<file path="config.mk">
export PLATFORM = sky130hd
export DESIGN_NAME = caseless_keyword_counter_core
export DESIGN_NICKNAME = d
export VERILOG_FILES = /design/src/rtl/core/ckc_pkg.sv /design/src/rtl/core/caseless_keyword_counter_core.sv
export VERILOG_INCLUDE_DIRS = /design/src /design/src/rtl/core
export SDC_FILE = /design/constraint.sdc
export NUM_CORES = 1
export LEC_CHECK = 0
export BUFFER_PORTS_ARGS = -buffer_cell sky130_fd_sc_hd__buf_2
export CORE_AREA = 2 2 323 325
export DETAILED_ROUTE_END_ITERATION = 8
export DIE_AREA = 0 0 325 327
export PLACE_DENSITY = 0.56
export SYNTH_ARGS = -nofsm -noshare
export SYNTH_HDL_FRONTEND = slang
export SYNTH_SLANG_ARGS = --single-unit
</file>
<file path="constraint.sdc">
create_clock -name clk -period 17.23 [get_ports clk]
set_clock_uncertainty 0.15 [all_clocks]
set_input_delay 0 -clock clk [delete_from_list [all_inputs] [get_ports clk]]
set_output_delay 0 -clock clk [all_outputs]
set_load 0.05 [all_outputs]
</file>
<file path="src/rtl/core/assert_macros.svh">
// ----------------------------------------------------------------------------
// assert_macros.svh
// Concurrent assertion helpers, clocked on clk and disabled during rst
// ----------------------------------------------------------------------------
`ifndef ASSERT_MACROS_SVH
`define ASSERT_MACROS_SVH

// property that must hold at every clock edge outside reset
`define CKC_ASSERT_PROP(label, prop, msg) \
  label: assert property (@(posedge clk) disable iff (rst) prop) else $error(msg);

// plain expression that must be true at every clock edge outside reset
`define CKC_ASSERT_ALWAYS(label, expr, msg) \
  `CKC_ASSERT_PROP(label, (expr), msg)

`endif

</file>
<file path="src/rtl/core/ckc_pkg.sv">
// ----------------------------------------------------------------------------
// ckc_pkg
// Shared types, constants and the case fold for the keyword counter
// ----------------------------------------------------------------------------
`default_nettype none

package ckc_pkg;

  // default and largest keyword length
  localparam int unsigned MAX_KEYWORD_DEFAULT = 16;
  localparam int unsigned KEY_CHARS           = 16;

  // field widths
  localparam int unsigned LINE_W  = 24;
  localparam int unsigned COL_W   = 16;
  localparam int unsigned COUNT_W = 24;
  localparam int unsigned CFG_W   = 64;
  localparam int unsigned KLEN_W  = 5;
  localparam int unsigned ADDR_W  = 5;

  localparam logic [LINE_W-1:0]  LINE_MAX  = '1;
  localparam logic [COL_W-1:0]   COL_MAX   = '1;
  localparam logic [COUNT_W-1:0] COUNT_MAX = '1;

  localparam logic [7:0] NEWLINE_BYTE = 8'd10;
  localparam logic [7:0] UPPER_FIRST  = 8'h41;
  localparam logic [7:0] UPPER_LAST   = 8'h5A;
  localparam logic [7:0] CASE_GAP     = 8'd32;

  // register index, taken from paddr[4:3]
  typedef enum logic [1:0] {
    REG_KEY_LOW  = 2'd0,
    REG_KEY_HIGH = 2'd1,
    REG_KEY_LEN  = 2'd2,
    REG_UNUSED   = 2'd3
  } reg_idx_t;

  // record kinds
  localparam logic KIND_MATCH   = 1'b0;
  localparam logic KIND_SUMMARY = 1'b1;

  // one result item
  typedef struct packed {
    logic               kind;
    logic [LINE_W-1:0]  line;
    logic [COL_W-1:0]   col;
    logic [COUNT_W-1:0] count;
    logic               fin;
  } rec_t;

  // ascii upper case letters map to lower case, all else unchanged
  function automatic logic [7:0] fold_case(input logic [7:0] b);
    logic [7:0] r;
    r = b;
    if (b >= UPPER_FIRST && b <= UPPER_LAST) r = b + CASE_GAP;
    return r;
  endfunction

endpackage

`default_nettype wire

</file>
<file path="src/rtl/core/caseless_keyword_counter_core.sv">
// ----------------------------------------------------------------------------
// caseless_keyword_counter_core
// Case-insensitive keyword search over a byte stream with per-match records
// ----------------------------------------------------------------------------
//  channel   dir  handshake          payload
//  s_*       in   s_tvalid/s_tready  tdata text_byte, tlast end_of_text
//  m_*       out  m_tvalid/m_tready  tdata line/col/count, tuser kind, tlast final
//  apb       in   psel/penable       paddr, pwdata, prdata, pready always high
//
//  one text byte is taken per cycle while s_tready is high; the window compare,
//  counters and record build finish in the cycle of acceptance and land in a
//  four-entry result queue; a byte gives at most two items (match and summary);
//  s_tready is high while the queue holds two items or fewer, so output stalls
//  reach the input only once three items wait
//  rst is synchronous and clears counters, queue and registers; no clear pass
// ----------------------------------------------------------------------------
`default_nettype none
`include "assert_macros.svh"

module caseless_keyword_counter_core
  import ckc_pkg::*;
#(
  parameter int unsigned MAX_KEYWORD = MAX_KEYWORD_DEFAULT
) (
  input  wire logic                clk,
  input  wire logic                rst,
  // input stream
  input  wire logic                s_tvalid,
  output logic                     s_tready,
  input  wire logic [7:0]          s_tdata,   // [7:0] text_byte
  input  wire logic                s_tlast,   // end_of_text
  // output stream
  output logic                     m_tvalid,
  input  wire logic                m_tready,
  output logic [63:0]              m_tdata,   // [23:0] line_number, [39:24] start_column,
                                              // [63:40] occurrence_count
  output logic                     m_tuser,   // [0] record_kind
  output logic                     m_tlast,   // final_record
  // configuration
  input  wire logic                psel,
  input  wire logic                penable,
  input  wire logic                pwrite,
  input  wire logic [ADDR_W-1:0]   paddr,
  input  wire logic [CFG_W-1:0]    pwdata,
  output logic [CFG_W-1:0]         prdata,
  output logic                     pready
);

  localparam int unsigned LW      = $clog2(MAX_KEYWORD + 1);
  localparam int unsigned QDEPTH  = 4;
  localparam int unsigned QPTR_W  = $clog2(QDEPTH);
  localparam int unsigned QCNT_W  = $clog2(QDEPTH + 1);

  // configuration registers
  logic [CFG_W-1:0]  key_low;
  logic [CFG_W-1:0]  key_high;
  logic [KLEN_W-1:0] key_len_reg;

  // stream state
  logic [7:0]         window [MAX_KEYWORD];
  logic [LW-1:0]      window_fill;
  logic [LINE_W-1:0]  line_counter;
  logic [COL_W-1:0]   column_counter;
  logic [COUNT_W-1:0] match_counter;

  // result queue
  rec_t               queue [QDEPTH];
  logic [QPTR_W-1:0]  q_head;
  logic [QPTR_W-1:0]  q_tail;
  logic [QCNT_W-1:0]  q_count;

  logic s_fire;
  logic m_fire;
  logic cfg_wr;
  reg_idx_t cfg_idx;

  assign pready   = 1'b1;
  assign cfg_wr   = psel && penable && pwrite && pready;
  assign cfg_idx  = reg_idx_t'(paddr[4:3]);
  assign s_tready = (q_count <= QCNT_W'(QDEPTH - 2));
  assign s_fire   = s_tvalid && s_tready;
  assign m_tvalid = (q_count != '0);
  assign m_fire   = m_tvalid && m_tready;

  // register read back
  always_comb begin
    unique case (cfg_idx)
      REG_KEY_LOW:  prdata = key_low;
      REG_KEY_HIGH: prdata = key_high;
      REG_KEY_LEN:  prdata = {{(CFG_W-KLEN_W){1'b0}}, key_len_reg};
      default:      prdata = '0;
    endcase
  end

  // effective keyword length, clamped to 1..MAX_KEYWORD
  logic [LW-1:0] key_len;
  always_comb begin
    if (key_len_reg == '0) begin
      key_len = LW'(1);
    end else if (key_len_reg > KLEN_W'(MAX_KEYWORD)) begin
      key_len = LW'(MAX_KEYWORD);
    end else begin
      key_len = LW'(key_len_reg);
    end
  end

  // folded keyword characters
  logic [7:0] key_char [KEY_CHARS];
  always_comb begin
    for (int i = 0; i < KEY_CHARS; i++) begin
      if (i < 8) key_char[i] = fold_case(key_low[i*8 +: 8]);
      else       key_char[i] = fold_case(key_high[(i-8)*8 +: 8]);
    end
  end

  // window after this byte shifts in
  logic [7:0] window_next [MAX_KEYWORD];
  always_comb begin
    window_next[0] = fold_case(s_tdata);
    for (int j = 1; j < MAX_KEYWORD; j++) window_next[j] = window[j-1];
  end

  // parallel compare: window entry j against keyword char len-1-j
  logic [MAX_KEYWORD-1:0] lane_ok;
  always_comb begin
    logic [KLEN_W-1:0] kidx;
    for (int j = 0; j < MAX_KEYWORD; j++) begin
      kidx = KLEN_W'(key_len) - KLEN_W'(j) - KLEN_W'(1);
      if (LW'(j) < key_len) begin
        lane_ok[j] = (window_next[j] == key_char[kidx[3:0]]);
      end else begin
        lane_ok[j] = 1'b1;
      end
    end
  end

  // next stream state and records
  logic               is_newline;
  logic [LW-1:0]      fill_next;
  logic [LINE_W-1:0]  line_next;
  logic [COL_W-1:0]   col_next;
  logic [COUNT_W-1:0] match_next;
  logic               hit;
  rec_t               rec_match;
  rec_t               rec_sum;

  always_comb begin
    is_newline = (s_tdata == NEWLINE_BYTE);
    fill_next  = window_fill;
    line_next  = line_counter;
    col_next   = column_counter;
    hit        = 1'b0;
    if (is_newline) begin
      fill_next = '0;
      if (line_counter != LINE_MAX) line_next = line_counter + LINE_W'(1);
      col_next  = '0;
    end else begin
      if (window_fill != LW'(MAX_KEYWORD)) fill_next = window_fill + LW'(1);
      if (column_counter != COL_MAX) col_next = column_counter + COL_W'(1);
      hit = (fill_next >= key_len) && (&lane_ok);
    end
    match_next = match_counter;
    if (hit && match_counter != COUNT_MAX) match_next = match_counter + COUNT_W'(1);

    rec_match.kind  = KIND_MATCH;
    rec_match.line  = line_counter;
    rec_match.col   = column_counter - COL_W'(key_len) + COL_W'(1);
    rec_match.count = match_next;
    rec_match.fin   = !s_tlast;

    rec_sum.kind  = KIND_SUMMARY;
    rec_sum.line  = line_next;
    rec_sum.col   = '0;
    rec_sum.count = match_next;
    rec_sum.fin   = 1'b1;
  end

  // queue push: first slot is the match if any, summary otherwise
  logic [1:0] push_n;
  rec_t       push_a;
  assign push_n = s_fire ? (2'(hit) + 2'(s_tlast)) : 2'd0;
  assign push_a = hit ? rec_match : rec_sum;

  // configuration registers
  always_ff @(posedge clk) begin
    if (rst) begin
      key_low     <= '0;
      key_high    <= '0;
      key_len_reg <= KLEN_W'(1);
    end else if (cfg_wr) begin
      unique case (cfg_idx)
        REG_KEY_LOW:  key_low     <= pwdata;
        REG_KEY_HIGH: key_high    <= pwdata;
        REG_KEY_LEN:  key_len_reg <= pwdata[KLEN_W-1:0];
        default:      ;
      endcase
    end
  end

  // window taps, payload only
  always_ff @(posedge clk) begin
    if (s_fire && !is_newline) begin
      for (int j = 0; j < MAX_KEYWORD; j++) window[j] <= window_next[j];
    end
  end

  // stream counters
  always_ff @(posedge clk) begin
    if (rst) begin
      window_fill    <= '0;
      line_counter   <= LINE_W'(1);
      column_counter <= '0;
      match_counter  <= '0;
    end else if (s_fire) begin
      if (s_tlast) begin
        window_fill    <= '0;
        line_counter   <= LINE_W'(1);
        column_counter <= '0;
        match_counter  <= '0;
      end else begin
        window_fill    <= fill_next;
        line_counter   <= line_next;
        column_counter <= col_next;
        match_counter  <= match_next;
      end
    end
  end

  // queue entries
  always_ff @(posedge clk) begin
    if (push_n != 2'd0) queue[q_tail] <= push_a;
    if (push_n == 2'd2) queue[q_tail + QPTR_W'(1)] <= rec_sum;
  end

  // queue pointers
  always_ff @(posedge clk) begin
    if (rst) begin
      q_head  <= '0;
      q_tail  <= '0;
      q_count <= '0;
    end else begin
      if (m_fire) q_head <= q_head + QPTR_W'(1);
      q_tail  <= q_tail + QPTR_W'(push_n);
      q_count <= q_count + QCNT_W'(push_n) - QCNT_W'(m_fire);
    end
  end

  // output drive
  rec_t head_rec;
  assign head_rec = queue[q_head];
  assign m_tdata  = {head_rec.count, head_rec.col, head_rec.line};
  assign m_tuser  = head_rec.kind;
  assign m_tlast  = head_rec.fin;

  // check helpers
  logic eot_fire;
  logic nl_fire;
  logic text_idle;
  logic line_start;
  assign eot_fire   = s_fire && s_tlast;
  assign nl_fire    = s_fire && !s_tlast && is_newline;
  assign line_start = (column_counter == '0) && (window_fill == '0);
  assign text_idle  = line_start && (line_counter == LINE_W'(1)) && (match_counter == '0);

  // checks
  `CKC_ASSERT_ALWAYS(a_queue_bound, q_count <= QCNT_W'(QDEPTH), "result queue overflow")
  `CKC_ASSERT_PROP(a_eot_clears, eot_fire |=> text_idle, "stream state kept after end of text")
  `CKC_ASSERT_PROP(a_newline_col, nl_fire |=> line_start, "newline did not reset column and window")
  `CKC_ASSERT_PROP(a_newline_quiet, nl_fire |=> q_count <= $past(q_count), "newline produced an item")

endmodule

`default_nettype wire

</file>
After elaboration in Yosys (flattened, before gate mapping):

Memory sizes are Yosys's and may differ from the RTL's. A register that Yosys moved wholly into a read port is not among the register bits.
Index checks and enable logic that the tools add are counted.

* register bits after elaboration: 209
* RAM bits: 392
* output and inout bits: 133
* logic and storage cells: 323
* memories: 2

* add/sub/neg operators: 59
* $lt $le $gt $ge: 69
* eq/ne operators: 24
* mux-type cells: 107
* bitwise operators: 16
* reduce and logical (&&, ||, !) cells: 36

Memories
* queue: depth 4, width 66, rd ports 1, clocked after memory_dff 1, write ports 2, line caseless_keyword_counter_core.sv:67 `rec_t queue [QDEPTH];`
* window: depth 16, width 8, rd ports 15, clocked after memory_dff 0, write ports 16, line caseless_keyword_counter_core.sv:60 `logic [7:0] window [MAX_KEYWORD];`

Operators by type and width (count)
* $bmux 8 s4: 16
* $mux 8: 49
* $pmux 64 s3: 1
* $add 8x6->8 const B: 17
* $ge 8x7->1 const B: 17
* $le 8x7->1 const B: 17
* $eq 8x8->1: 16
* $mux 24: 5
* $ge 5x5->1 const B: 16
* $not 4->5: 16
* $mux 66: 1
* $sub 4x1->4 const B: 16
* $add 24x1->24 const B: 2
* $mux 16: 3
* $ne 24x24->1 const B: 2
* $lt 4x5->1 const A: 8
* $add 16x1->16 const B: 2
* $sub 4x4->4 const B: 8
* $mux 5: 6
* $logic_and 1x1->1: 24
* $mux 1: 23
* $lt 3x5->1 const A: 4
* $ne 16x16->1 const B: 1
* $reduce_and 16->1: 1
* other kinds (25): 40

Logic depth before layout (Yosys ltp):

* word-level depth: 19
* gate-level depth with buffers: 36
* mapped depth without buffers: 28

Worst setup path before layout:

No wires, ideal clock.

* kind: flip-flop to flip-flop
* start: register key_len_reg[4]
* end: memory queue[0][17] in the netlist's numbering (data pin)
* setup time: 0.265 ns
* arrival: 8.193 ns
* required time: 16.815 ns
* path slack: 8.622 ns
* cell stages (with the launch flop): 31
* path buffers: 10
* cell sequence: dfxtp_1 -> buf_2 -> nor2b_1 -> buf_2 -> buf_2 -> buf_1 -> clkbuf_1 -> buf_1 -> buf_1 -> inv_1 -> ha_1 -> clkbuf_1 -> a211o_1 -> a221oi_1 -> clkbuf_1 -> nand3b_1 -> and3_1 -> or4_1 -> or4_1 -> or4_1 -> a22oi_1 -> nand4_2 -> nor4_4 -> and2_1 -> buf_4 -> ha_1 -> o21bai_1 -> o22ai_1 -> nand2_1 -> clkinv_1 -> and3_1

RTL lines
* start, declared: line caseless_keyword_counter_core.sv:57 `logic [KLEN_W-1:0] key_len_reg;`
* start signal, assigned: line caseless_keyword_counter_core.sv:194 `REG_KEY_LEN: key_len_reg <= pwdata[KLEN_W-1:0];`
* end, declared: line caseless_keyword_counter_core.sv:67

==> flow_metrics.py <==
metrics = {
    "outcome": {
        "outcome": "complete, no violations",
    },
    "timing": {
        "finalMaxSlewViolations": 0,
        "post-route-period-util": 0.5951,
        "whs_ns": 0.006280,
        "fin_ws_ns": 6.976,
        "period_needed_ns": 10.25,
        "worstMarginPinSlew_ns": 1.233,
        "setup_viol": 0,
        "max_slew_margin": 0.1694,
        "tns_ns": 0,
        "finalHoldViolations": 0,
        "grt_setup_unrepaired": "false",
        "fmax_mhz": 97.53,
    },
    "cells_and_area": {
        "multi_input_area_sq_um": 20400,
        "layout-drive-gt1-share": 0.1499,
        "fillers": 10207,
        "nets": 4238,
        "largest_reg_flops": 264,
        "area_delta_synth_final_pct": 15.78,
        "final_common_cell": "nand2_1",
        "regMostFlops": "queue",
        "final_area_sq_um": 42560,
        "register_area_sq_um": 15050,
        "largest_registers": "queue x264, window x120",
        "final_cell_mix": "nand2_1, nor2_1, edfxtp_1",
    },
    "floorplanning": {
        "core_sq_um": 102900,
        "die_area_sq_um": 106300,
        "io_pins": 218,
        "rows": 118,
        "initial_core_util": 0.3572,
        "die_y_microns": 327,
        "die_w_microns": 325,
    },
    "drt": {
        "drtPass1Iterations": 6,
        "drc": 0,
        "routed_wl_microns": 143700,
        "routedWlPerCell_microns": 26.01,
        "vias_per_cell": 5.944,
        "first_iter_violations": 3499,
        "ant_nets": 0,
        "vias": 32835,
    },
    "synth": {
        "synth-seq-cells": 595,
        "synth_fp_nets": 4052,
        "yosys.area_share.simple": 0.1639,
        "synthFlopType": "edfxtp_1",
        "synth.area.top_cells": "edfxtp_1, dfxtp_1, mux4_2, mux2i_1, nand2_1",
        "synthesis.area_sq_um": 36760,
        "synthDistinctLibCells": 94,
        "postSynthAreaPerCell_sq_um": 9.419,
        "synth_top_family_by_area": "compound AO/OA/AOI/OAI gates",
        "synth_edf_count": 312,
        "synth_mux_area_frac": 0.1381,
        "ys_seq_area_frac": 0.4090,
        "yosysWarnings": 0,
        "synth-xor-area-share": 0.04881,
        "synthCells": 3903,
        "synth_compound_area_frac": 0.1781,
        "synth_fa_ha_area_frac": 0.02219,
        "synth-async-reset-ratio": 0,
        "yosys.area.top_type": "edfxtp_1",
        "netlist.area_leader.share": 0.2548,
    },
    "global_route": {
        "busiest_layer": "met2",
        "grt_use_met2": 0.4178,
        "gr-usage-met1": 0.3396,
        "antenna_found_initial": 4,
        "grt_overflow": 0,
        "use_met3": 0.03888,
        "grt_usage": 0.2616,
        "grt_pass1_wl_microns": 209500,
        "grt_max_degree": 85,
        "first_global_vias": 30891,
    },
    "clocking": {
        "cts.sinks": 595,
        "clk_pin_slew_ns": 0.06,
        "htreeDepth": 3,
        "cts-root-buf": "clkbuf_16",
        "cts_resized": 0,
        "clk_latency_ns": 0.65,
        "clock_path_buffers": 3,
        "cts_tree": "done",
        "cts_setup_buffers": 0,
        "numCtsBuffers": 67,
    },
    "place": {
        "placed_area_sq_um": 39140,
        "dpl.hpwl_microns": 101100,
        "routabilityCongestion": 1.004,
        "place_worst_setup_slack_ns": 7.159,
        "port_buffers": 213,
    },
    "setup_path": {
        "crit_arrival_ns": 10.37,
        "critPathLaunchType": "flop",
        "r2r_cells": 25,
        "worstPathMaxFanout": 61,
        "end_kind": "flop",
        "critical_path_class": "reg -> reg",
        "cp_data_required_time_ns": 17.35,
    },
    "power_and_ir_drop": {
        "p_per_area_nw_per_um2": 93.95,
        "vdd_drop_max_mv": 0.07919,
        "power.total_w": 0.003999,
        "power_leakage_nw": 15.50,
    },
    "job": {
        "maxCapViolCount": 0,
    },
    "min_path": {
        "holdPathStages": 5,
        "min_path_type": "in -> reg",
    },
}
-- critical path, cell delays in order, from the launching register on --
cell and delay [ns]:
dfxtp_4 0.81, nand2b_1 0.68, nand2_2 0.22, buf_4 0.39
inv_2 0.42, ha_1 0.42, buf_4 0.52, inv_1 0.39
nand2_1 0.35, o32ai_1 0.12, a2111oi_0 0.70, mux2i_1 0.38
xor2_1 0.28, nand3_1 0.10, nor3_1 0.19, o221ai_1 0.19
nor4b_4 0.38, buf_4 0.34, and2_1 0.38, ha_1 0.35
nand2b_1 0.20, a21oi_1 0.24, nand2_2 0.07, buf_4 0.32
inv_2 0.53, buf_4 0.55
-- final cells by class --
type | instances | share of cell area
Antenna cell | 1 | 0.00005879
Clock buffer | 94 | 0.04415
Timing Repair Buffer | 408 | 0.06635
Multi-Input combinational cell | 2940 | 0.4792
Inverter | 77 | 0.006790
Clock inverter | 29 | 0.009348
Tap cell | 1380 | 0.04057
Sequential cell | 595 | 0.3535
-- layer usage --
layer / share of wire / up-vias
met4: 0.065 / 2
met2: 0.45 / 1563
met3: 0.076 / 378
met5: 0.000090 / -
met1: 0.40 / 16049
li1: - / 14843
-- stage by stage --
stage	utilization	std cells
finish	0.4136	5524
global route	0.4136	5524
CTS	0.4135	5523
detailed placement	0.3803	5286
global placement	0.3803	5286
floorplan	-	3903
-- cell usage after synthesis (all sizes together), types with 24 or more instances --
library cell	number
a211oi	37
a21o	24
a21oi	306
a22o	78
a31oi	31
and2	30
and3	40
buf	84
clkbuf	207
dfxtp	283
edfxtp	312
ha	62
inv	74
mux2	27
mux2i	236
mux4	107
nand2	484
nand3	64
nand4	29
nor2	457
nor2b	30
nor3	54
o211ai	27
o21ai	111
o221ai	30
o22ai	83
o31ai	28
or3	33
xnor2	111
xor2	93
-- worst paths after layout --
check | slack [ns] | from | end
worst min-delay path | 0.006 | penable | key_high[0]$_SDFFE_PP0P_
worst min register to register | 0.31 | queue[3][0]$_SDFFE_PP1N_ | queue[3][0]$_SDFFE_PP1N_
worst max-delay path | 6.98 | key_len_reg[0]$_SDFFE_PP1P_ | queue[1][56]$_DFFE_PP_
worst max register to register | 6.98 | key_len_reg[0]$_SDFFE_PP1P_ | queue[1][56]$_DFFE_PP_
-- power breakdown --
part	internal (W)	total (W)	switching [W]	leakage [nW]
Combinational	0.000260	0.000769	0.000509	9.18
Clock	0.000876	0.00150	0.000626	1.11
Sequential	0.00162	0.00173	0.000111	5.21
Total	0.00275	0.00400	0.00125	15.5
-- what timing repair did --
action | CTS | global route
hold buffers | 114 | 0
endpoints found under the setup margin | 0 | 0
hold endpoints to repair | 199 | 0
-- kinds of logic after synthesis --
group                      count (synthesis)
other                                      1
DFF                                      595
muxes                                    370
xor gates and xnor gates                 204
adders and majority gates                 64
AOI/OAI and AO/OA                        968
and+or+nand+nor                         1333
buffers and inverters                    368
(Power assumes the default switching activity.)
